$ cat src/sv/gcrc_sqrt_cell.sv
`default_nettype none
// one digit of a restoring integer square root
module gcrc_sqrt_cell #(
  parameter int W = 64,
  parameter int STAGE = 0
) (
  input  logic         clk,
  input  logic         en,
  input  logic [W-1:0] n_i,
  input  logic [W-1:0] q_i,
  output logic [W-1:0] n_o,
  output logic [W-1:0] q_o
);

  localparam logic [W-1:0] BIT = W'(1) << (W - 2 - 2 * STAGE);

  logic [W-1:0] trial;
  logic [W-1:0] n_nxt;
  logic [W-1:0] q_nxt;
  logic [W-1:0] n_r;
  logic [W-1:0] q_r;

  always_comb begin
    trial = q_i + BIT;
    if (n_i >= trial) begin
      n_nxt = n_i - trial;
      q_nxt = (q_i >> 1) + BIT;
    end else begin
      n_nxt = n_i;
      q_nxt = q_i >> 1;
    end
  end

  always_ff @(posedge clk) begin
    if (en) begin
      n_r <= n_nxt;
      q_r <= q_nxt;
    end
  end

  assign n_o = n_r;
  assign q_o = q_r;

endmodule
`default_nettype wire

$ cat config.mk
export PLATFORM = sky130hd
export DESIGN_NAME = gcrc_sqrt_cell
export DESIGN_NICKNAME = d
export VERILOG_FILES = /design/src/sv/gcrc_sqrt_cell.sv
export SDC_FILE = /design/constraint.sdc
export NUM_CORES = 1
export LEC_CHECK = 0
export CAP_MARGIN = 20
export CORE_MARGIN = 1
export CORE_UTILIZATION = 59
export DETAILED_ROUTE_END_ITERATION = 7
export DONT_BUFFER_PORTS = 1
export GPL_ROUTABILITY_DRIVEN = 0
export PLACE_DENSITY = 0.86
export SYNTH_ARGS = -nofsm -noshare
export SYNTH_HDL_FRONTEND = slang
export SYNTH_SLANG_ARGS = --single-unit
$ cat constraint.sdc
create_clock -name clk -period 3.6 [get_ports clk]
set_clock_uncertainty 0.1 [all_clocks]
set_input_delay 0.72 -clock clk [delete_from_list [all_inputs] [get_ports clk]]
set_output_delay 0.72 -clock clk [all_outputs]
set_load 0.005 [all_outputs]
==> results.toml <==
[job]
cap_violations = 0

[critical_path]
startpoint_type = "input pin"
path_max_fanout = 5
slowest_delay_ns = 0.39
crit_chain = "inv_1 -> ha_4 -> and2_1 -> nand3_1 -> or3_1 -> a21oi_1 -> o21ai_0 -> a211o_1 -> a21oi_1 -> buf_4 -> nor2_1 -> o211a_1 -> nor3_1"
crit_arrival_ns = 3.60
end_kind = "flip-flop"
required_ns = 3.76
slowest_stage = "or3_1"
cp_common_cell = "a21oi_1"
crit_type = "input pin to flip-flop"

[power_and_ir_drop]
power.total_mw = 4.79
power.leakage_nw = 4.43
ir_worst_vdd_v = 0.000350
pwr_density_cell_nw_per_um2 = 473

[synth]
synthesis.nets = 1080
synth_top_family_by_area = "compound AO/OA/AOI/OAI gates"
synth_compound_area_share_pct = 19.8
ys_seq_area_share_pct = 44.6
netlist_instances = 885
synth-xor-area-share_pct = 5.70
synth.avg_cell_area_um2 = 9.73
async_flop_share_pct = 0
synth-simple-area-share_pct = 13.2
synth_seq_cells = 128
ys_warn_count = 0
synth_fa_ha_area_share_pct = 9.53
synth_top_flop_cell = "edfxtp_1"
synth_edf_count = 128
yosysUniqueCellTypes = 58
muxShareOfSynthArea_pct = 1.95
netlist_area_um2 = 8610

[floorplanning]
core_um2 = 14000
num_rows = 43
die_h_um = 123
die_w_um = 123
io_pins = 258
dieArea_um2 = 15100
initial_core_util_pct = 61.3

[placement]
dp_hpwl_um = 17400
dp_cells = 1140
io_buffers = 0

[clock_tree]
numClockSinks = 128
cts_tree = "yes"
cts_setup_buffers = 0
clkTransAtPathRegs_ns = 0.06
cts-buffers-inserted = 17
cts_max_level = 4
cts_root_buffer = "clkbuf_16"
clk_path_buf_depth = 2

[layout]
drive_above_1_share_pct = 16.3
n_antenna_cell = 0
syn2layout_area_growth_pct = 17.5
fin_cells = 1171
fin_util_pct = 72.0
layout_common_cells = "edfxtp_1, buf_4, a21oi_1"
layout_commonest_cell = "edfxtp_1"
nets = 1174

[route]
first_iter_violations = 772
routed_wl_um = 23400
antenna_left = 0
via_per_inst = 6.27
firstDrtPassIters = 5
post_drt_wl_per_cell_um = 20.0
vias = 7338
drc = 0

[timing]
rsz0062_at_grt = "yes"
final.min_clock_period_ns = 3.45
max_freq_mhz = 290
finalCritPeriodShare_pct = 95.8
worst_pin_slew_ns = 0.532
finalHoldViolCount = 0
whs_ns = 0.277
tns_ns = 0
relSlewSlack_pct = 64.1
drv_slew = 0
finalSetupViolCount = 0

[min_path]
holdPathEnd = "q_o[58]"
min_from = "q_i[59]"
hold_path_depth = 0
hp-class = "input pin to flip-flop"

[grt]
gr-total-overflow = 0
grt_start_max_net_pins = 129
grt_usage_pct = 30.8
first_global_vias = 7209
grt_pass1_wl_um = 35300
antenna_found_initial = 0

[status]
outcome = "finished, final reports clean"
cell usage after synthesis, types with 7 or more instances:
cell        n  share of area (%)
nand2_1    52                2.3
and2_1     10               0.73
nor2_1     82                3.6
mux2_2     10                1.3
and3_1     13               0.94
buf_2      11               0.64
nor3_1     11               0.64
clkbuf_1   25                1.1
xor2_1     20                2.0
a21oi_1   111                6.5
o211ai_1    7               0.61
nand3_1    14               0.81
a21o_1     49                4.3
nor2b_1    10               0.73
inv_1      78                3.4
o21bai_1   11               0.96
o21ai_0    40                2.3
ha_1       64                9.3
nand4_1    18                1.3
o21a_1      7               0.61
edfxtp_1  128                 45
xnor2_1    36                3.7
a31oi_1     7               0.51
final cells by class:
type	count	area, um^2
clock inverters	14	125
clock buffers	17	425
inverters	78	293
multi-input cells	642	4350
repair buffers	112	853
fillers	942	3930
well taps	180	225
flip-flops and latches	128	3840
critical path, delay by kind of cell:
kind / cells / cell delay, ns
AO/OA/AOI/OAI: 5 / 1.37
adder cells (fa/ha/maj): 1 / 0.29
buffers and inverters: 2 / 0.21
AND/OR/NAND/NOR: 5 / 1.00
routing by layer:
metal	GRT usage, %	vias to the layer above	part of all wire [%]
met5	0	-	0
met4	13.4	0	3.0
met3	8.46	78	10
met2	52.4	440	49
met1	36.4	3409	38
li1	-	3411	-
logic make-up after synthesis:
| group | Yosys count |
|---|---|
| AO/OA/AOI/OAI | 272 |
| flip-flops | 128 |
| adder cells (fa/ha/maj) | 65 |
| buffers and inverters | 115 |
| multiplexers | 15 |
| XOR/XNOR | 56 |
| AND/OR/NAND/NOR | 234 |
power by group:
group | leakage [nW] | total, mW | switching (mW) | internal, mW
clock network | 0.260 | 1.65 | 0.656 | 0.996
logic | 2.92 | 1.16 | 0.629 | 0.535
registers | 1.25 | 1.97 | 0.102 | 1.87
per-stage QoR:
stage,instance area [um^2],setup WS (ns)
after floorplan,8620,0.0285
after global placement,9550,-0.199
after detailed placement,9550,-0.285
after CTS,10100,0.0630
after global routing,10100,-0.0653
final,10100,0.152
worst max path at each step:
| stage | endpoint | startpoint | slack, ns |
|---|---|---|---|
| final | n_o[57] | q_i[16] | 0.15 |
| after global routing | n_o[39] | n_i[0] | -0.07 |
| after CTS | n_o[45] | q_i[3] | 0.06 |
| after detailed placement | n_o[45] | q_i[3] | -0.29 |
| after global placement | n_o[63] | q_i[3] | -0.20 |
| after floorplan | n_o[60] | q_i[15] | 0.03 |
what timing repair did:
item                                    4_1_cts  5_1_grt
gates resized for setup                       0        4
endpoints found under the hold margin         0        0
endpoints found under the setup margin        0       29
hold buffers                                  0        0
registers in the layout (all words and copies together), names as in the netlist:
signal  cells
n_o        64
q_o        64
Power figures use the tool's default switching activity.
