`src/sv/gcrc_pkg.sv`:
```
`default_nettype none
package gcrc_pkg;

  // datapath widths of the two CORDIC chains
  localparam int CW = 34;
  localparam int VW = 36;
  localparam int MAX_STAGES = 32;

  // pi/180 in Q.40, split for two partial products
  localparam logic [34:0] DEG2RAD_Q40 = 35'd19190098069;
  localparam logic [30:0] HALF_PI_Q30 = 31'd1686629713;
  localparam logic [13:0] TWO_R_KM = 14'd12742;

  // floor(2^38 / 1000) for the range scaling
  localparam logic [28:0] RECIP_1000 = 29'd274877906;
  localparam logic [28:0] ROUND_500 = 29'd500;
  localparam logic [10:0] DIV_1000 = 11'd1000;

  // last entry is atan(2^-31) in Q.30, which rounds up to one
  localparam logic [29:0] ATAN_Q30 [MAX_STAGES] = '{
    30'd843314857, 30'd497837829, 30'd263043837, 30'd133525159,
    30'd67021687,  30'd33543516,  30'd16775851,  30'd8388437,
    30'd4194283,   30'd2097149,   30'd1048576,   30'd524288,
    30'd262144,    30'd131072,    30'd65536,     30'd32768,
    30'd16384,     30'd8192,      30'd4096,      30'd2048,
    30'd1024,      30'd512,       30'd256,       30'd128,
    30'd64,        30'd32,        30'd16,        30'd8,
    30'd4,         30'd2,         30'd1,         30'd1
  };

  // inverse CORDIC gain in Q.30 for n stages, evaluated at elaboration
  function automatic logic [31:0] gain_inv(input int n);
    logic [63:0] a2;
    logic [63:0] rem_v;
    logic [63:0] res;
    logic [63:0] bit_v;
    logic [63:0] num;
    logic [64:0] r;
    logic [31:0] q;
    a2 = 64'd1 << 60;
    for (int i = 0; i < MAX_STAGES; i++) begin
      if (i < n) a2 = a2 + (a2 >> (2 * i));
    end
    res = '0;
    bit_v = 64'd1 << 62;
    rem_v = a2;
    for (int k = 0; k < 32; k++) begin
      if (rem_v >= res + bit_v) begin
        rem_v = rem_v - (res + bit_v);
        res = (res >> 1) + bit_v;
      end else begin
        res = res >> 1;
      end
      bit_v = bit_v >> 2;
    end
    num = (64'd1 << 60) + (res >> 1);
    r = '0;
    q = '0;
    for (int b = 63; b >= 0; b--) begin
      r = {r[63:0], num[b]};
      if (r >= {1'b0, res}) begin
        r = r - {1'b0, res};
        if (b < 32) q[b] = 1'b1;
      end
    end
    return q;
  endfunction

endpackage
`default_nettype wire

```
`src/sv/gcrc_rot_cell.sv`:
```
`default_nettype none
// rotation-mode CORDIC micro-rotation
module gcrc_rot_cell #(
  parameter int STAGE = 0
) (
  input  logic                          clk,
  input  logic                          en,
  input  logic signed [gcrc_pkg::CW-1:0] x_i,
  input  logic signed [gcrc_pkg::CW-1:0] y_i,
  input  logic signed [gcrc_pkg::CW-1:0] z_i,
  output logic signed [gcrc_pkg::CW-1:0] x_o,
  output logic signed [gcrc_pkg::CW-1:0] y_o,
  output logic signed [gcrc_pkg::CW-1:0] z_o
);

  localparam logic signed [gcrc_pkg::CW-1:0] ANG =
    {{(gcrc_pkg::CW-30){1'b0}}, gcrc_pkg::ATAN_Q30[STAGE]};

  logic signed [gcrc_pkg::CW-1:0] x_nxt, y_nxt, z_nxt;
  logic signed [gcrc_pkg::CW-1:0] x_r, y_r, z_r;

  always_comb begin
    if (!z_i[gcrc_pkg::CW-1]) begin
      x_nxt = x_i - (y_i >>> STAGE);
      y_nxt = y_i + (x_i >>> STAGE);
      z_nxt = z_i - ANG;
    end else begin
      x_nxt = x_i + (y_i >>> STAGE);
      y_nxt = y_i - (x_i >>> STAGE);
      z_nxt = z_i + ANG;
    end
  end

  always_ff @(posedge clk) begin
    if (en) begin
      x_r <= x_nxt;
      y_r <= y_nxt;
      z_r <= z_nxt;
    end
  end

  assign x_o = x_r;
  assign y_o = y_r;
  assign z_o = z_r;

endmodule
`default_nettype wire

```
`config.mk`:
```
export PLATFORM = sky130hd
export DESIGN_NAME = gcrc_rot_cell
export DESIGN_NICKNAME = d
export VERILOG_FILES = /design/src/sv/gcrc_pkg.sv /design/src/sv/gcrc_rot_cell.sv
export SDC_FILE = /design/constraint.sdc
export NUM_CORES = 1
export LEC_CHECK = 0
export BUFFER_PORTS_ARGS = -buffer_cell sky130_fd_sc_hd__buf_2
export CORE_ASPECT_RATIO = 1.1
export CORE_MARGIN = 3
export CORE_UTILIZATION = 59
export DETAILED_ROUTE_END_ITERATION = 8
export PLACE_DENSITY = 0.84
export SLEW_MARGIN = 0
export SYNTH_ARGS = -nofsm -noshare
export SYNTH_HDL_FRONTEND = slang
export SYNTH_SLANG_ARGS = --single-unit
```
`constraint.sdc`:
```
create_clock -name clk -period 10.3 [get_ports clk]
set_input_delay 2.06 -clock clk [delete_from_list [all_inputs] [get_ports clk]]
set_output_delay 2.06 -clock clk [all_outputs]
set_load 0.01 [all_outputs]
```
==> summary.md <==
| Metric | Value |
|---|---|
| Area of the mapped netlist | 10,600 µm² |
| Die Span Y | 146 µm |
| Worst hold start | z_i[0] |
| Total Wirelength | 30,800 µm |
| Setup-failing EPs final | 0 |
| Final nets | 1,644 |
| I/O pins | 206 |
| Die X | 134 µm |
| Max clock buf depth | 2 |
| Starting Density | 61.2% |
| Setup crit start kind | primary input |
| Ys async rst share | 0% |
| DR vias/cell | 6.26 |
| Setup Buffers After CTS | 0 |
| Multi-input logic area | 6910 µm² |
| Layout area overhead | 13.3% |
| Sequential Area | 3030 µm² |
| Clock tree from TritonCTS | done |
| Slew @ Worst Pin | 0.875 ns |
| DR WL/cell | 18.8 µm |
| Fmax | 0.172 GHz |
| Worst vdd ir | 81.4 µV |
| Post-synth EDFFs | 101 |
| Slew headroom | 41.7% |
| Vias | 10.3k |
| Number of port buffers | 205 |
| Ant diodes | 0 |
| CORE AREA | 17,300 µm² |
| TritonCTS Buffers | 9 |
| WS Path Type | primary input to flip-flop |
| Synth warn | 0 |
| Layout Cells excl Fill | 1,642 |
| Core Rows | 50 |
| Post-DP HPWL | 24,300 µm |
| Tmin final | 5.81 ns |
| Hold depth | 2 |
| CTS root buffer | clkbuf_16 |
| Critical Path RT | 10.39 ns |
| Prevailing post-synth register cell | edfxtp_1 |
| Mapped Cells | 1,237 |
| Outcome | complete, no violations |
| Overall Global Routing Usage | 30.8% |
| Setup TNS | 0 ns |
| Fraction of layout cells with a size suffix above 1 | 17.3% |
| Dpl cells | 1,627 |
| Endpoints failing hold | 0 |
| Congestion Overflow GR | 0 |
| Max-cap violations | 0 |
| Starting DRT DRC Count | 1,262 |
| Crit path arrival time | 5.90 ns |
| Tcrit/Tclk final | 56.4% |
| CP max FO | 45 |
| Worst Hold Class | primary input to flip-flop |
| CP Capture Type | flip-flop |
| GP Congestion | 0.990 |
| Die area | 19,600 µm² |
| H-tree Lvls | 3 |
| Initial antenna violation count | 0 |
| First-pass GRT wire length | 48,800 µm |
| RSZ-0062 raised after global routing | no |
| First-pass DRT Iterations | 7 |
| Static Leak | 5.40 nW |
| Post-synth cell types | 76 |
| Routed Antenna Nets | 0 |
| Register area share after synthesis | 28.7% |
| Syn Nets | 1,477 |
| Number of global-route vias before repair | 9,586 |
| Final Max Slew Viols | 0 |
| Pwr per Cell Area | 128 nW/µm² |
| FILL cells | 1,456 |
| Dpl ws | 4.16 ns |
| Drt drc | 0 |
| Flops & latches, synth | 101 |
| Post-CTS Hold Buffers | 0 |
| Resize count post-CTS | 0 |
| Sink of the worst hold path | z_o[0]$_DFFE_PP_ |
| Fin worst setup slack | 4.49 ns |
| Clk pin slew, worst setup/hold paths | 0.07 ns |
| Avg Cell Area, Syn | 8.55 µm² |
| Largest net degree at the start of global routing | 72 |
| # clock sinks | 101 |
## Yosys cell counts (4+ instances only)
cell type / count / share of area [%]
a31oi_1: 8 / 0.47
nand2b_1: 11 / 0.65
o31a_1: 6 / 0.50
buf_1: 9 / 0.32
ha_1: 132 / 16
a22oi_1: 4 / 0.28
o21a_1: 7 / 0.50
buf_2: 8 / 0.38
a41oi_1: 5 / 0.41
a211oi_1: 9 / 0.64
edfxtp_1: 101 / 29
nand3b_1: 4 / 0.28
o21ai_0: 90 / 4.3
a2111oi_0: 4 / 0.33
o211ai_1: 9 / 0.64
inv_1: 106 / 3.8
and3_1: 8 / 0.47
a21boi_0: 5 / 0.36
a211o_1: 4 / 0.33
and2_1: 7 / 0.41
o31ai_1: 10 / 0.71
nor2_1: 98 / 3.5
o21bai_1: 24 / 1.7
a221oi_1: 4 / 0.33
o2111ai_1: 5 / 0.41
nor3_1: 28 / 1.3
xnor2_1: 70 / 5.8
nand4_1: 11 / 0.65
clkbuf_1: 32 / 1.1
a21oi_1: 142 / 6.7
nand2_1: 65 / 2.3
mux2i_1: 20 / 1.9
or3_1: 10 / 0.59
nor2b_1: 25 / 1.5
a21o_1: 33 / 2.3
xor2_1: 23 / 1.9
or2_2: 4 / 0.24
fa_1: 4 / 0.76
nand3_1: 28 / 1.3
a311oi_1: 9 / 0.75
## cells by family (layout without fill, tap and decap cells)
family | count (synthesis) | after routing | share of synthesized area [%]
flip-flops | 101 | 101 | 28.7
buffers and inverters | 161 | 332 | 5.92
AND/OR/NAND/NOR | 316 | 316 | 14.6
multiplexers | 21 | 21 | 2.00
AO/OA/AOI/OAI | 409 | 409 | 24.7
XOR/XNOR | 93 | 93 | 7.71
adder cells (fa/ha/maj) | 136 | 136 | 16.4
## report_power, final
| part | internal [mW] | switching [mW] |
|---|---|---|
| sequential | 0.547 | 0.0185 |
| combinational | 0.244 | 0.393 |
| clock | 0.168 | 0.167 |
| total | 0.960 | 0.579 |
## cells in the final DEF, fill, tap and decap left out, types with 5 or more instances in the layout
| cell | instances |
|---|---|
| a41oi_1 | 5 |
| nand2_1 | 65 |
| a21oi_1 | 142 |
| nor2_1 | 98 |
| and3_1 | 8 |
| o21ai_0 | 90 |
| a31oi_1 | 8 |
| nor3_1 | 28 |
| ha_1 | 132 |
| xnor2_1 | 70 |
| clkbuf_16 | 9 |
| and2_1 | 7 |
| o31a_1 | 6 |
| xor2_1 | 23 |
| nand2b_1 | 11 |
| a21boi_0 | 5 |
| o21a_1 | 7 |
| inv_1 | 106 |
| nand4_1 | 11 |
| edfxtp_1 | 101 |
| o21bai_1 | 24 |
| o211ai_1 | 9 |
| mux2i_1 | 20 |
| or3_1 | 10 |
| o31ai_1 | 10 |
| a21o_1 | 33 |
| a211oi_1 | 9 |
| o2111ai_1 | 5 |
| nor2b_1 | 25 |
| nand3_1 | 28 |
| a311oi_1 | 9 |
| buf_2 | 204 |
## sequential cells by signal, indices dropped and copies added (netlist names)
register  flops
z_o          34
x_o          34
y_o          33
## worst max-delay path, stage by stage
cell and delay (ns):
buf_2 0.65, inv_2 0.45, buf_4 0.45, ha_1 0.50
and3_1 0.24, nand3_1 0.13, o41ai_1 0.60, a41oi_1 0.21
o31ai_1 0.41, a31oi_1 0.14
## layer usage
| layer | routed length (µm) | GRT usage, % | vias up |
|---|---|---|---|
| met2 | 14200 | 49.6 | 669 |
| met3 | 2960 | 4.72 | 95 |
| met5 | 0 | 0 | - |
| met1 | 12600 | 41.5 | 4722 |
| li1 | - | - | 4801 |
| met4 | 1080 | 12.8 | 0 |
## how the worst max path moves through the flow
stage / slack (ns) / start / depth (start not counted) / end
after CTS: 4.55 / z_i[33] / 10 / z_o[33]$_DFFE_PP_
after global routing: 4.23 / z_i[33] / 10 / z_o[33]$_DFFE_PP_
after global placement: 4.23 / z_i[33] / 10 / z_o[33]$_DFFE_PP_
final: 4.49 / z_i[33] / 10 / z_o[33]$_DFFE_PP_
after detailed placement: 4.16 / z_i[33] / 10 / z_o[33]$_DFFE_PP_
after floorplan: 5.26 / z_i[33] / 12 / z_o[31]$_DFFE_PP_
## per-stage QoR
stage                     power [mW]  hold slack (ns)  area [µm²]  utilization, %
after detailed placement        1.20             2.37       11700            67.8
after global routing            1.62             2.03       12000            69.4
after global placement          1.19             2.38       11700            67.8
after CTS                       1.53             2.01       12000            69.4
final                           1.54             2.02       12000            69.4
after floorplan                0.984             2.17       10600               -
## layout make-up
| class | instances | area share (%) |
|---|---|---|
| clock buffers | 9 | 1.88 |
| clock inverters | 6 | 0.470 |
| repair buffers | 208 | 8.77 |
| well taps | 234 | 2.44 |
| flip-flops and latches | 101 | 25.3 |
| inverters | 109 | 3.42 |
| multi-input cells | 975 | 57.7 |
(Power assumes the default switching activity.)
