===== config.mk =====
export PLATFORM = sky130hd
export DESIGN_NAME = gcrc_vec_cell
export DESIGN_NICKNAME = d
export VERILOG_FILES = /design/src/sv/gcrc_pkg.sv /design/src/sv/gcrc_vec_cell.sv
export SDC_FILE = /design/constraint.sdc
export NUM_CORES = 1
export LEC_CHECK = 0
export BUFFER_PORTS_ARGS = -buffer_cell sky130_fd_sc_hd__clkbuf_2
export CAP_MARGIN = 5
export CORE_UTILIZATION = 29
export CTS_CLUSTER_DIAMETER = 40
export DETAILED_ROUTE_END_ITERATION = 16
export PLACE_DENSITY_LB_ADDON = 0.12
export SYNTH_ARGS = -nofsm -noshare
export SYNTH_HDL_FRONTEND = slang
export SYNTH_SLANG_ARGS = --single-unit

===== constraint.sdc =====
create_clock -name clk -period 5.5 [get_ports clk]
set_clock_uncertainty 0.2 [all_clocks]
set_input_delay 0.55 -clock clk [delete_from_list [all_inputs] [get_ports clk]]
set_output_delay 0.55 -clock clk [all_outputs]
set_load 0.02 [all_outputs]

===== src/sv/gcrc_pkg.sv =====
`default_nettype none
package gcrc_pkg;

  // datapath widths of the two CORDIC chains
  localparam int CW = 34;
  localparam int VW = 36;
  localparam int MAX_STAGES = 32;

  // pi/180 in Q.40, split for two partial products
  localparam logic [34:0] DEG2RAD_Q40 = 35'd19190098069;
  localparam logic [30:0] HALF_PI_Q30 = 31'd1686629713;
  localparam logic [13:0] TWO_R_KM = 14'd12742;

  // floor(2^38 / 1000) for the range scaling
  localparam logic [28:0] RECIP_1000 = 29'd274877906;
  localparam logic [28:0] ROUND_500 = 29'd500;
  localparam logic [10:0] DIV_1000 = 11'd1000;

  // last entry is atan(2^-31) in Q.30, which rounds up to one
  localparam logic [29:0] ATAN_Q30 [MAX_STAGES] = '{
    30'd843314857, 30'd497837829, 30'd263043837, 30'd133525159,
    30'd67021687,  30'd33543516,  30'd16775851,  30'd8388437,
    30'd4194283,   30'd2097149,   30'd1048576,   30'd524288,
    30'd262144,    30'd131072,    30'd65536,     30'd32768,
    30'd16384,     30'd8192,      30'd4096,      30'd2048,
    30'd1024,      30'd512,       30'd256,       30'd128,
    30'd64,        30'd32,        30'd16,        30'd8,
    30'd4,         30'd2,         30'd1,         30'd1
  };

  // inverse CORDIC gain in Q.30 for n stages, evaluated at elaboration
  function automatic logic [31:0] gain_inv(input int n);
    logic [63:0] a2;
    logic [63:0] rem_v;
    logic [63:0] res;
    logic [63:0] bit_v;
    logic [63:0] num;
    logic [64:0] r;
    logic [31:0] q;
    a2 = 64'd1 << 60;
    for (int i = 0; i < MAX_STAGES; i++) begin
      if (i < n) a2 = a2 + (a2 >> (2 * i));
    end
    res = '0;
    bit_v = 64'd1 << 62;
    rem_v = a2;
    for (int k = 0; k < 32; k++) begin
      if (rem_v >= res + bit_v) begin
        rem_v = rem_v - (res + bit_v);
        res = (res >> 1) + bit_v;
      end else begin
        res = res >> 1;
      end
      bit_v = bit_v >> 2;
    end
    num = (64'd1 << 60) + (res >> 1);
    r = '0;
    q = '0;
    for (int b = 63; b >= 0; b--) begin
      r = {r[63:0], num[b]};
      if (r >= {1'b0, res}) begin
        r = r - {1'b0, res};
        if (b < 32) q[b] = 1'b1;
      end
    end
    return q;
  endfunction

endpackage
`default_nettype wire


===== src/sv/gcrc_vec_cell.sv =====
`default_nettype none
// vectoring-mode CORDIC micro-rotation, drives y toward zero
module gcrc_vec_cell #(
  parameter int STAGE = 0
) (
  input  logic                          clk,
  input  logic                          en,
  input  logic signed [gcrc_pkg::VW-1:0] x_i,
  input  logic signed [gcrc_pkg::VW-1:0] y_i,
  input  logic signed [gcrc_pkg::VW-1:0] z_i,
  output logic signed [gcrc_pkg::VW-1:0] x_o,
  output logic signed [gcrc_pkg::VW-1:0] y_o,
  output logic signed [gcrc_pkg::VW-1:0] z_o
);

  localparam logic signed [gcrc_pkg::VW-1:0] ANG =
    {{(gcrc_pkg::VW-30){1'b0}}, gcrc_pkg::ATAN_Q30[STAGE]};

  logic signed [gcrc_pkg::VW-1:0] x_nxt, y_nxt, z_nxt;
  logic signed [gcrc_pkg::VW-1:0] x_r, y_r, z_r;

  always_comb begin
    if (!y_i[gcrc_pkg::VW-1]) begin
      x_nxt = x_i + (y_i >>> STAGE);
      y_nxt = y_i - (x_i >>> STAGE);
      z_nxt = z_i + ANG;
    end else begin
      x_nxt = x_i - (y_i >>> STAGE);
      y_nxt = y_i + (x_i >>> STAGE);
      z_nxt = z_i - ANG;
    end
  end

  always_ff @(posedge clk) begin
    if (en) begin
      x_r <= x_nxt;
      y_r <= y_nxt;
      z_r <= z_nxt;
    end
  end

  assign x_o = x_r;
  assign y_o = y_r;
  assign z_o = z_r;

endmodule
`default_nettype wire


==> results.md, run 1 <==
* HP Class: input pin to flop
* CP Data Arrival Time at 3980 ps
* N_diodes at 0
* Worst Setup Start Kind: input pin
* Post-synth top area share at between 20% and 30%
* Clock transition at path regs at 80 ps
* # DRC at 0
* Fin nets at 1755
* Max-cap violations at 0
* Worst Path Required at between 5000 and 6000 ps
* Synth Net Count at 1573
* Cells after Synth at 1320
* Die area at between 30000 and 40000 um^2
* Die height at 198 um
* Period utilization at 73.6%
* Yosys cell types at 75
* FP Rows at 71
* Initial antenna violation count at 0
* Top post-synthesis cells by area: edfxtp_1, ha_1, a21oi_1
* I/O Buffers at 217
* Vias at ~10000
* Layout cell share with drive strength beyond 1 at between 10% and 20%
* Final worst slack at 1450 ps
* Ys Warns at 0
* EDFF count, synth at 107
* Seq/Total Area, Yosys at 28.8%
* Fillers at 4004
* Hold Path End: y_o[35]$_DFFE_PP_
* Final Hold Fails at 0
* Total negative slack at 0 ps
* Mapped cell area at 11200 um^2
* Top-level I/O count at roughly 220
* Setup bufs post-CTS at 0
* #FFs+latches synth at 107
* Tmin final at 4050 ps
* Area Growth Syn to Fin at 16.3%
* Initial Utilization at 29.6%
* Placeable Area at 37800 um^2
* First-pass GRT wire length at 56.8 mm
* Worst vdd rail ir drop at around 140 uV
* Detailed Place HPWL at 29.7 mm
* Cell taking the most area after synthesis: edfxtp_1
* Hold depth at 2
* Critical setup path kind: input pin to flop
* Maximum clock insertion buffer count at 2
* Leakage power at 5.76 nW
* Final max-slew violation count at 0
* Placed cells at 2002
* Hold buffer count at cts at 0
* Number of global-route vias before repair at 10100
* Worst-path maximum fanout at 11
* Post-cts repair resize count at 0
* Setup crit end kind: flop
* Worst-Margin Slew at 833 ps
* Setup-failing EPs final at 0
* Pre-Repair DR Iteration Count at 5
* Ys async rst share at 0%
* Antenna Nets Post-Route at 0
* Top_reg_cell synth: edfxtp_1
* Detailed Route Iter0 Violations at 648
* WL/cell at 18.5 um
* GPL Wtd Cong at a little under 0.9
* Post-DR vias/cell at about 5
* Power, Total at 3.14 mW
* Pre-CTS setup slack at 1070 ps
* Max Fclk at 247 MHz
* Final wirelength at 37.3 mm
* GRT Residual Overflow at 0
* Die W at 198 um
* Slew headroom at 44.5%
* CTS tree: built
* Finished Layout Cells at 2018
* Num CTS Buffers at 9
* Clk sinks at 107
* Largest net degree at the start of global routing at 64
* HP Start: x_i[35]
* All-Layer GR Usage at 18.9%
* Unrepaired setup endpoints after global routing: false
* Pwr Density at 242 nW/um^2
* Hold slack at about 280 ps
* H-tree levels at 3
* Root Driver: clkbuf_16
* Run status: finished clean
* Avg Cell Area, Syn at 8.46 um^2
-- kinds of logic (layout without fill, tap and decap cells) --
kind of cell	Yosys count	after routing	synth area share [%]
AND/OR/NAND/NOR	332	332	14.0
multiplexers	15	15	1.34
XOR/XNOR	98	98	7.68
adder cells (fa/ha/maj)	143	143	16.3
flip-flops	107	107	28.8
AO/OA/AOI/OAI	451	451	25.9
buffers and inverters	174	361	6.05
-- critical path, cell delays in order --
cell and delay (ps):
clkbuf_2 100, inv_1 40, ha_1 490, inv_1 190
o31ai_1 360, o211ai_1 260, a211oi_1 590, o21ai_0 250
o21ai_0 630, a2111oi_0 240, a21oi_1 190, xnor2_1 80
-- state kept, by name, summed over array words and instances, names as in the netlist --
| register | flops |
|---|---|
| z_o | 36 |
| y_o | 35 |
| x_o | 36 |
-- report_power, final --
| part | internal [mW] | leakage [nW] | switching, mW |
|---|---|---|---|
| Combinational | 0.480 | 4.59 | 0.881 |
| Sequential | 1.09 | 1.05 | 0.0480 |
| Clock | 0.308 | 0.125 | 0.339 |
-- how the worst max path moves through the flow --
stage	from	to	slack [ps]
6_report	x_i[5]	x_o[29]$_DFFE_PP_	1450
5_1_grt	y_i[35]	z_o[26]$_DFFE_PP_	1220
4_1_cts	y_i[35]	z_o[26]$_DFFE_PP_	1480
3_5_place_dp	y_i[35]	z_o[26]$_DFFE_PP_	1070
3_3_place_gp	y_i[35]	z_o[32]$_DFFE_PP_	1100
2_1_floorplan	y_i[35]	z_o[32]$_DFFE_PP_	1400
-- stage by stage --
stage,util [%],instance area [um^2]
2_1_floorplan,-,11200
3_3_place_gp,33.7,12700
3_5_place_dp,33.7,12700
4_1_cts,34.4,13000
5_1_grt,34.4,13000
6_report,34.4,13000
-- placed cells by master, fill, tap and decap left out, types with 7 or more instances in the layout --
| master | count |
|---|---|
| o31ai_1 | 16 |
| nor3_1 | 20 |
| o21a_1 | 14 |
| nand2_1 | 84 |
| xor2_1 | 19 |
| and3_1 | 11 |
| o21bai_1 | 27 |
| nand2b_1 | 12 |
| a211oi_1 | 14 |
| buf_4 | 8 |
| nor2b_1 | 15 |
| or3_1 | 8 |
| o21ai_0 | 90 |
| edfxtp_1 | 107 |
| a211o_1 | 8 |
| ha_1 | 139 |
| mux2i_1 | 15 |
| a21oi_1 | 164 |
| o211ai_1 | 10 |
| nand4_1 | 21 |
| clkbuf_16 | 9 |
| nor2_1 | 113 |
| nand3_1 | 21 |
| a31oi_1 | 12 |
| xnor2_1 | 79 |
| clkbuf_2 | 215 |
| o221ai_1 | 7 |
| inv_1 | 118 |
| a21o_1 | 30 |
-- layout make-up --
class                   count  area [um^2]  area share [%]
multi-input cells        1039         7280            56.0
flip-flops and latches    107         3210            24.7
inverters                 122          458            3.52
clock inverters             6         40.0           0.308
clock buffers              10          229            1.76
repair buffers            223         1140            8.74
well taps                 511          639            4.92
-- cells in the mapped netlist (19+ instances only) --
cell      number
ha_1         139
o21ai_0       90
nand3_1       21
xnor2_1       79
xor2_1        19
a21o_1        30
nand4_1       21
o21bai_1      27
inv_1        118
edfxtp_1     107
a21oi_1      164
nand2_1       84
nor3_1        20
nor2_1       113
clkbuf_1      29
-- routing by layer --
layer	part of all wire, %	vias to the layer above	GRT usage [%]	wire, um
met1	47	4865	25.7	17400
met2	46	307	31.0	17200
met4	1.7	0	5.77	629
li1	-	5125	-	-
met5	0	-	0	0
met3	5.7	26	2.38	2120
Note: power is estimated with default switching activity, not from simulation.
==> run 2, diff against run 1 <==
--- a/config.mk
+++ b/config.mk
@@ -5,6 +5,7 @@
 export SDC_FILE = /design/constraint.sdc
 export NUM_CORES = 1
 export LEC_CHECK = 0
+export ABC_AREA = 1
 export BUFFER_PORTS_ARGS = -buffer_cell sky130_fd_sc_hd__clkbuf_2
 export CAP_MARGIN = 5
 export CORE_UTILIZATION = 29
==> constraint.sdc (replaced) <==
create_clock -name clk -period 4.21 [get_ports clk]
set_clock_uncertainty 0.2 [all_clocks]
set_input_delay 0.421 -clock clk [delete_from_list [all_inputs] [get_ports clk]]
set_output_delay 0.421 -clock clk [all_outputs]
set_load 0.02 [all_outputs]
==> run 2 against run 1 <==
  * Sequential share of layout area is 3.4 points lower
  * Wire length is 42% higher
  * Cell area is 16% higher
  * Critical endpoint is now z_o[32]$_DFFE_PP_
  * Largest cell class unchanged
==> results.md, run 2 <==
* Clk sinks at 107 (unchanged)
* # DRC at 0 (unchanged)
* All-Layer GR Usage at 22.8% (was 18.9%)
* Antenna Nets Post-Route at 0 (unchanged)
* Fillers at 4966 (was 4004)
* CTS tree: built (unchanged)
* Worst-Margin Slew at 998 ps (was 833 ps)
* Final max-slew violation count at 0 (unchanged)
* Sw power at 1.97 mW (was 1.27 mW)
* Max-cap violations at 0 (unchanged)
* Largest net degree at the start of global routing at 71 (was 64)
* Slew headroom at 33.4% (was 44.5%)
* Leakage power at 7.63 nW (was 5.76 nW)
* Post-DR vias/cell at 4.91 (was 5.12)
* Vias at 13900 (was 10300)
* Period utilization at 69.7%
* Pwr Density at 295 nW/um^2 (was 242 nW/um^2)
* Sw Share at 44.4% (was 40.4%)
* Die area at 46100 um^2 (was 39300 um^2)
* #FFs+latches synth at 107 (unchanged)
* Detailed Place HPWL at 45.2 mm (was 29.7 mm)
* Hold slack at 179 ps (was 285 ps)
* Number of global-route vias before repair at 14000 (was 10100)
* N_diodes at 0 (unchanged)
* Clock transition at path regs at 80 ps (about the same)
* Worst Setup Start Kind: input pin (unchanged)
* Hold buffer count at cts at 0 (unchanged)
* Post-cts repair resize count at 0 (unchanged)
* Internal power at 2.47 mW (was 1.87 mW)
* Initial Utilization at 29.5% (was 29.6%)
* Fin nets at 2483 (was 1755)
* Initial antenna violation count at 0 (unchanged)
* WL/cell at 18.7 um (was 18.5 um)
* Clock Power Share at 21.5% (was 20.6%)
* Mapped cell area at 13100 um^2 (was 11200 um^2)
* Die W at 215 um (was 198 um)
* Hold depth at 4 (was 2)
* Top_reg_cell synth: edfxtp_1 (unchanged)
* EDFF count, synth at 107 (unchanged)
* H-tree levels at 3 (unchanged)
* Avg Cell Area, Syn at 6.45 um^2 (was 8.46 um^2)
* Most common cell after layout, fill and taps aside: nand2_1 (was clkbuf_2)
* I/O Buffers at 217 (unchanged)
* Max Fclk at 341 MHz
* Area Growth Syn to Fin at 14.8% (was 16.3%)
* HP Start: x_i[35] (unchanged)
* Worst-path maximum fanout at 24 (was 11)
* Seq/Total Area, Yosys at 24.5% (was 28.8%)
* Top-level I/O count at 218 (unchanged)
* Tmin final at slightly below 3000 ps
* Hold Path End: x_o[35]$_DFFE_PP_ (was y_o[35]$_DFFE_PP_)
* Cell taking the most area after synthesis: edfxtp_1 (unchanged)
* Ys async rst share at 0% (unchanged)
* Final Hold Fails at 0 (unchanged)
* GPL Wtd Cong at 0.957 (was 0.873)
* Synth Net Count at 2287 (was 1573)
* Yosys cell types at 41 (was 75)
* Sequential power share at 32.3% (was 36.1%)
* Root Driver: clkbuf_16 (unchanged)
* Comb pwr share at 46.1% (was 43.3%)
* Critical setup path kind: input pin to flop (unchanged)
* Placeable Area at 44400 um^2 (was 37800 um^2)
* List of most frequent post-synthesis cells: nand2_1, inv_1, nor2_1 (was a21oi_1, ha_1, inv_1)
* Most common cell in the synthesized netlist: nand2_1 (was a21oi_1)
* Cells after Synth at 2034 (was 1320)
* Setup crit end kind: flop (unchanged)
* GRT Residual Overflow at 0 (unchanged)
* Post-synth top area share at 24.5% (was 28.8%)
* Setup bufs post-CTS at 0 (unchanged)
* Die height at 215 um (was 198 um)
* Unrepaired setup endpoints after global routing: false (unchanged)
* Run status: finished clean (unchanged)
* Num CTS Buffers at 9 (unchanged)
* CP Data Arrival Time at 2880 ps (was 3980 ps)
* Layout cell share with drive strength beyond 1 at 12.5% (was 17.5%)
* HP Class: input pin to flop (unchanged)
* Final wirelength at 52.9 mm (was 37.3 mm)
* Top post-synthesis cells by area: edfxtp_1, nand2_1, ha_1 (was edfxtp_1, ha_1, a21oi_1)
* Detailed Route Iter0 Violations at 826 (was 648)
* Pre-Repair DR Iteration Count at 5 (unchanged)
* FP Rows at 77 (was 71)
* Setup-failing EPs final at 0 (unchanged)
* Maximum clock insertion buffer count at 2 (unchanged)
* Most frequent cells in the layout: nand2_1, inv_1, clkbuf_2, nor2_1, a21oi_1 (was clkbuf_2, a21oi_1, ha_1, inv_1, nor2_1)
* Worst vdd rail ir drop at 152 uV (was 136 uV)
* Ys Warns at 0 (unchanged)
* CP startpoint: y_i[35] (was x_i[5])
* First-pass GRT wire length at 80.2 mm (was 56.8 mm)
* Worst Path Required at 4160 ps (was 5440 ps)
* Total negative slack at 0 ps (unchanged)
-- run 2: cell count changes after synthesis, moves of 27 or more --
cell | previous run | this run
nand2_1 | 84 | 603
inv_1 | 118 | 281
nand3_1 | 21 | 167
nor2_1 | 113 | 193
xnor2_1 | 79 | 9
xor2_1 | 19 | 46
-- run 2: final cells by class --
| type | count | area, um^2 | area share (%) |
|---|---|---|---|
| inverters | 291 | 1090 | 7.26 |
| clock buffers | 9 | 225 | 1.50 |
| multi-input cells | 1590 | 8500 | 56.5 |
| flip-flops and latches | 107 | 3210 | 21.3 |
| well taps | 592 | 741 | 4.92 |
| repair buffers | 231 | 1200 | 7.95 |
| clock inverters | 7 | 82.6 | 0.549 |
-- run 2: critical path, cell delays in order --
cell and delay, ps:
buf_4 270, inv_2 240, buf_4 310, fa_1 500, o21ai_2 230, a21oi_1 190
o21ai_1 330, nand4_1 210, nand3_1 120, nand2_1 50
-- run 2: worst max path at each step --
stage | endpoint | slack (ps) | depth (start not counted)
global route | z_o[29]$_DFFE_PP_ | 1070 | 10
global placement | z_o[29]$_DFFE_PP_ | 880 | 10
finish | z_o[32]$_DFFE_PP_ | 1280 | 10
detailed placement | z_o[29]$_DFFE_PP_ | 830 | 10
floorplan | z_o[26]$_DFFE_PP_ | 1350 | 14
CTS | z_o[29]$_DFFE_PP_ | 1250 | 10
-- run 2: per-layer routing --
layer | part of all wire [%] | track usage, %
met1 | 47 | 30.1
met2 | 46 | 38.5
met3 | 4.2 | 2.84
met4 | 2.8 | 7.29
met5 | 0 | 0
-- run 2: kinds of logic (layout without fill, tap and decap cells) --
family | after synthesis | in the layout | synth area share, %
AO/OA/AOI/OAI | 362 | 362 | 14.9
adder cells (fa/ha/maj) | 143 | 143 | 13.9
AND/OR/NAND/NOR | 1030 | 1030 | 32.4
XOR/XNOR | 55 | 55 | 3.67
flip-flops | 107 | 107 | 24.5
buffers and inverters | 337 | 538 | 10.7
-- run 2: power by group through the flow --
stage | Clock [mW] | Sequential, mW | Combinational, mW
after floorplan | 0 | 1.66 | 1.11
after global placement | 0 | 1.46 | 2.05
after detailed placement | 0 | 1.46 | 2.03
after CTS | 0.992 | 1.44 | 2.04
after global routing | 1.02 | 1.45 | 2.26
final | 0.954 | 1.43 | 2.05
-- run 2: through the flow --
stage	setup slack [ps]	power (mW)	instances	util (%)	instance area, um^2
after floorplan	1350	2.76	2034	-	13100
after global routing	1070	4.73	2827	33.9	15100
after global placement	880	3.50	2811	33.2	14700
final	1280	4.43	2827	33.9	15100
after detailed placement	831	3.49	2811	33.2	14700
after CTS	1250	4.47	2827	33.9	15100
